<file path="config.mk">
export PLATFORM = sky130hd
export DESIGN_NAME = ofb_chain
export DESIGN_NICKNAME = d
export VERILOG_FILES = /design/src/hdl/ofb_pkg.sv /design/src/hdl/ofb_cell.sv /design/src/hdl/ofb_chain.sv
export SDC_FILE = /design/constraint.sdc
export NUM_CORES = 2
export LEC_CHECK = 0
export BUFFER_PORTS_ARGS = -buffer_cell sky130_fd_sc_hd__buf_2
export CAP_MARGIN = 20
export CORE_ASPECT_RATIO = 1.1
export CORE_UTILIZATION = 35
export DETAILED_ROUTE_END_ITERATION = 10
export SYNTH_ARGS = -nofsm -noshare
export SYNTH_HDL_FRONTEND = slang
export SYNTH_SLANG_ARGS = --single-unit
</file>
<file path="constraint.sdc">
create_clock -name clk -period 7.1 [get_ports clk]
set_input_delay 1.42 -clock clk [delete_from_list [all_inputs] [get_ports clk]]
set_output_delay 1.42 -clock clk [all_outputs]
set_load 0.02 [all_outputs]
</file>
<file path="src/hdl/ofb_pkg.sv">
// Shared types, constants and helpers for the overwrite FIFO with burst read.
`timescale 1ns / 1ps
package ofb_pkg;

	localparam int unsigned DEPTH      = 64;
	localparam int unsigned SAMPLE_W   = 64;
	localparam int unsigned IDX_W      = $clog2(DEPTH);
	localparam int unsigned CNT_W      = $clog2(DEPTH + 1);
	localparam int unsigned OVR_W      = 32;
	localparam int unsigned MIN_CAP    = 2;

	localparam int unsigned CFG_ADDR_W = 1;
	localparam int unsigned CFG_DATA_W = 7;

	// Input tdata: sample_in, read_count; padded to whole bytes.
	localparam int unsigned IN_USED_W   = SAMPLE_W + CNT_W;
	localparam int unsigned IN_TDATA_W  = ((IN_USED_W + 7) / 8) * 8;

	// Output tdata: sample_out, accepted, fill_level, is_empty, overrun_total.
	localparam int unsigned OUT_ACC_LSB   = SAMPLE_W;
	localparam int unsigned OUT_FILL_LSB  = OUT_ACC_LSB + 1;
	localparam int unsigned OUT_EMPTY_LSB = OUT_FILL_LSB + CNT_W;
	localparam int unsigned OUT_OVR_LSB   = OUT_EMPTY_LSB + 1;
	localparam int unsigned OUT_USED_W    = OUT_OVR_LSB + OVR_W;
	localparam int unsigned OUT_TDATA_W   = ((OUT_USED_W + 7) / 8) * 8;
	localparam int unsigned OUT_PAD_W     = OUT_TDATA_W - OUT_USED_W;

	// Register indexes of the configuration port.
	localparam logic [CFG_ADDR_W-1:0] REG_CAPACITY    = 1'b0;
	localparam logic [CFG_ADDR_W-1:0] REG_DROP_OLDEST = 1'b1;

	typedef logic [SAMPLE_W-1:0] sample_t;
	typedef logic [IDX_W-1:0]    idx_t;
	typedef logic [CNT_W-1:0]    cnt_t;
	typedef logic [OVR_W-1:0]    ovr_t;

	// Per-cycle command to the cell chain.
	typedef struct packed {
		logic shift;
		logic load;
		idx_t load_idx;
	} chain_ctl_t;

	// Clamp the programmed capacity to MIN_CAP..DEPTH.
	function automatic cnt_t sat_cap(input logic [CFG_DATA_W-1:0] c);
		cnt_t r;
		r = CNT_W'(c);
		if (c < CFG_DATA_W'(MIN_CAP)) begin
			r = CNT_W'(MIN_CAP);
		end else if (c > CFG_DATA_W'(DEPTH)) begin
			r = CNT_W'(DEPTH);
		end
		return r;
	endfunction

endpackage

</file>
<file path="src/hdl/ofb_cell.sv">
// One storage cell of the chain: loads a new sample or takes its upper neighbor's word.
`timescale 1ns / 1ps
module ofb_cell (
	input  logic             clk,
	input  logic             shift,
	input  logic             load_sel,
	input  ofb_pkg::sample_t sample,
	input  ofb_pkg::sample_t nbr,
	output ofb_pkg::sample_t data
);
	import ofb_pkg::*;

	sample_t data_q;

	always_ff @(posedge clk) begin
		if (load_sel) begin
			data_q <= sample;
		end else if (shift) begin
			data_q <= nbr;
		end
	end

	assign data = data_q;

endmodule

</file>
<file path="src/hdl/ofb_chain.sv">
// Row of storage cells, oldest sample at cell zero, shifting toward the head.
`timescale 1ns / 1ps
module ofb_chain (
	input  logic               clk,
	input  ofb_pkg::chain_ctl_t ctl,
	input  ofb_pkg::sample_t   sample,
	output ofb_pkg::sample_t   head
);
	import ofb_pkg::*;

	sample_t cell_data [DEPTH];

	for (genvar i = 0; i < DEPTH; i++) begin : g_cell
		sample_t nbr;
		logic    load_sel;

		if (i == DEPTH - 1) begin : g_top
			assign nbr = '0;
		end else begin : g_mid
			assign nbr = cell_data[i+1];
		end

		assign load_sel = ctl.load && (ctl.load_idx == IDX_W'(i));

		ofb_cell u_cell (
			.clk      (clk),
			.shift    (ctl.shift),
			.load_sel (load_sel),
			.sample   (sample),
			.nbr      (nbr),
			.data     (cell_data[i])
		);
	end

	assign head = cell_data[0];

endmodule

</file>
==> run_results.csv <==
group,metric,value,unit
clock_network,clockBufferDepth,4,
clock_network,cts_resized,0,
sta,max_freq,257,MHz
setup_path,path_max_fanout,65,
sta,period_share,54.8,%
sta,drv_slew,0,
sta,maxSlewHeadroom,23.2,%
yosys,synth_cell_type_count,28,
sta,rsz0062_at_grt,"no",
setup_path,worstSetupPathType,"input port to flip-flop",
sta,finClkSkew,93.3,ps
clock_network,htreeDepth,5,
clock_network,clock_sinks,4096,
clock_network,clkLatencyLatePin,1040,ps
floorplanning,start_util,35.2,%
floorplanning,dieArea,504000,um2
power,p_int,41.0,mW
placed_design,place.gp.congestion,0.795,
setup_path,cpPeakStageDelay,1030,ps
power,sequentialPowerShare,54.7,%
sta,period_minus_slack,3890,ps
power,peakVddDrop,0.212,mV
setup_path,worst-path-buf-inv,1,
placed_design,dpl.hpwl,248000,um
setup_path,slowest_stage,"nand2b_4",
setup_path,endpoint_kind,"flip-flop",
setup_path,required,7690,ps
layout,final_common_cell,"edfxtp_1",
floorplanning,core-area,499000,um2
setup_path,cp_top_family,"simple AND/OR/NAND/NOR gates",
clock_network,cts_made_buffers,412,
drt,ant_nets,0,
power,leakage,65.9,nW
yosys,syn_area_per_cell,19.0,um2
power,swShare,22.1,%
yosys,synth-seq-area-share,70.1,%
drt,drtIter0Drc,6646,
floorplanning,die_h,745,um
yosys,syn_inst,9255,
clock_network,post_cts_buffers,0,
power,switching_power,11.6,mW
layout,layoutNonFillerInstCount,16000,
yosys,synthesis.area,175000,um2
power,comb_power_share,5.4,%
placed_design,io_buffers,136,
setup_path,crit_chain,"buf_2, and4bb_1, nand2_4, nand2b_4",
layout,nets,9167,
sta,setup_viol_count_final,0,
setup_path,crit_arrival,4480,ps
floorplanning,die_w,677,um
sta,worst_slew_pin_slew,1150,ps
drt,drc,0,
clock_network,cts_tree,"built",
global_route,grt_pass1_vias,85600,
layout,syn_to_final_growth,10.7,%
sta,hold_viol_final,0,
global_route,grt_max_degree,66,
clock_network,path_clk_slew,60,ps
yosys,yosys_warnings,0,
power,pwr-share-clk,39.8,%
power,powerDensity,271,nW/um2
drt,drtPass1Iterations,7,
yosys,synth_nets,9328,
run,maxCapViolCount,0,
setup_path,start_kind,"input port",
layout,drive_gt1_share,52.3,%
floorplanning,num_rows,272,
setup_path,r2r_slack,5960,ps
hold_path,worstHoldPathType,"flip-flop to flip-flop",
drt,wl_per_cell,25.4,um
clock_network,hold_buffers,0,
yosys,yosys_register_bits,4096,
drt,viasPerCell,5.04,
global_route,grt_usage,15.8,%
global_route,grt_first_pass_wirelength,601000,um
status,outcome,"complete, no violations",
drt,drt_wl_total,407000,um
drt,via_count,80800,
global_route,grt_overflow,0,
floorplanning,ios,137,
clock_network,clockRootBuffer,"clkbuf_16",
placed_design,dp.cells,15300,
sta,tns,0,ps
global_route,antenna_found_initial,24,
layout,final_cell_mix,"4096 x edfxtp_1, 3767 x mux2_2, 414 x clkbuf_16, 260 x buf_4, 142 x mux2_4",
layout,largest_reg_flops,4096,
routing by layer:
metal / global-route usage [%] / routed length, um
met2: 25.8 / 192000
met1: 21.2 / 178000
met5: 0 / 37
met3: 2.65 / 21000
met4: 5.74 / 15400
cell families (layout without fill, tap and decap cells):
logic type / Yosys count / after routing / share of synthesized area, %
muxes: 4032 / 4032 / 26.2
other: 0 / 17 / 0
buffers and inverters: 911 / 1079 / 2.98
and+or+nand+nor: 216 / 216 / 0.757
DFF: 4096 / 4096 / 70.1
through the flow:
stage / util, % / power [mW] / area, um2 / hold WS (ps) / setup slack [ps]
after detailed placement: 36.3 / 32.2 / 181000 / 518 / 2160
after global routing: 38.9 / 54.3 / 194000 / 470 / 3100
after CTS: 38.9 / 53.1 / 194000 / 458 / 3220
after floorplan: - / 31.0 / 175000 / 508 / 2830
after global placement: 36.3 / 32.2 / 181000 / 519 / 1920
final: 38.9 / 52.7 / 194000 / 468 / 3210
synthesized netlist by cell type:
master | n | share of area [%]
and2_1 | 64 | 0.23
and3_1 | 1 | 0.0036
and3b_1 | 2 | 0.010
and4bb_1 | 2 | 0.014
and4bb_2 | 3 | 0.021
and4bb_4 | 1 | 0.0093
buf_1 | 65 | 0.14
buf_2 | 175 | 0.50
buf_4 | 119 | 0.51
buf_6 | 153 | 0.98
clkbuf_1 | 399 | 0.85
edfxtp_1 | 4096 | 70
mux2_1 | 123 | 0.79
mux2_2 | 3767 | 24
mux2_4 | 142 | 1.2
nand2_1 | 44 | 0.094
nand2b_1 | 44 | 0.16
nand3_1 | 1 | 0.0028
nand3b_1 | 2 | 0.0086
nand4_1 | 1 | 0.0036
nand4b_1 | 4 | 0.020
nor2_1 | 20 | 0.043
nor3b_1 | 1 | 0.0043
nor4_4 | 1 | 0.012
nor4b_2 | 1 | 0.0086
nor4b_4 | 3 | 0.041
or2_2 | 20 | 0.071
or3b_2 | 1 | 0.0050
layout make-up:
type,instances,area (um2)
fillers,44400,305000
flip-flops and latches,4096,123000
multi-input cells,4248,47700
clock buffers,504,10700
well taps,6576,8230
repair buffers,336,2400
clock inverters,239,2110
diodes,17,42.5
power groups by stage:
stage	logic [mW]	clock network, mW	registers, mW
final	2.86	21.0	28.8
after global routing	3.07	22.2	28.9
after CTS	2.91	21.4	28.8
after detailed placement	2.86	0	29.3
after global placement	2.82	0	29.3
after floorplan	1.87	0	29.1
worst paths after layout:
kind                                             endpoint                 startpoint  cells after the start
worst max-delay path            g_cell[3].u_cell.data[43]                     ctl[0]                      4
worst min-delay path            g_cell[14].u_cell.data[8]  g_cell[15].u_cell.data[8]                      1
worst max register to register  g_cell[0].u_cell.data[56]  g_cell[1].u_cell.data[56]                      1
worst min register to register  g_cell[14].u_cell.data[8]  g_cell[15].u_cell.data[8]                      1
Power figures use the tool's default switching activity.
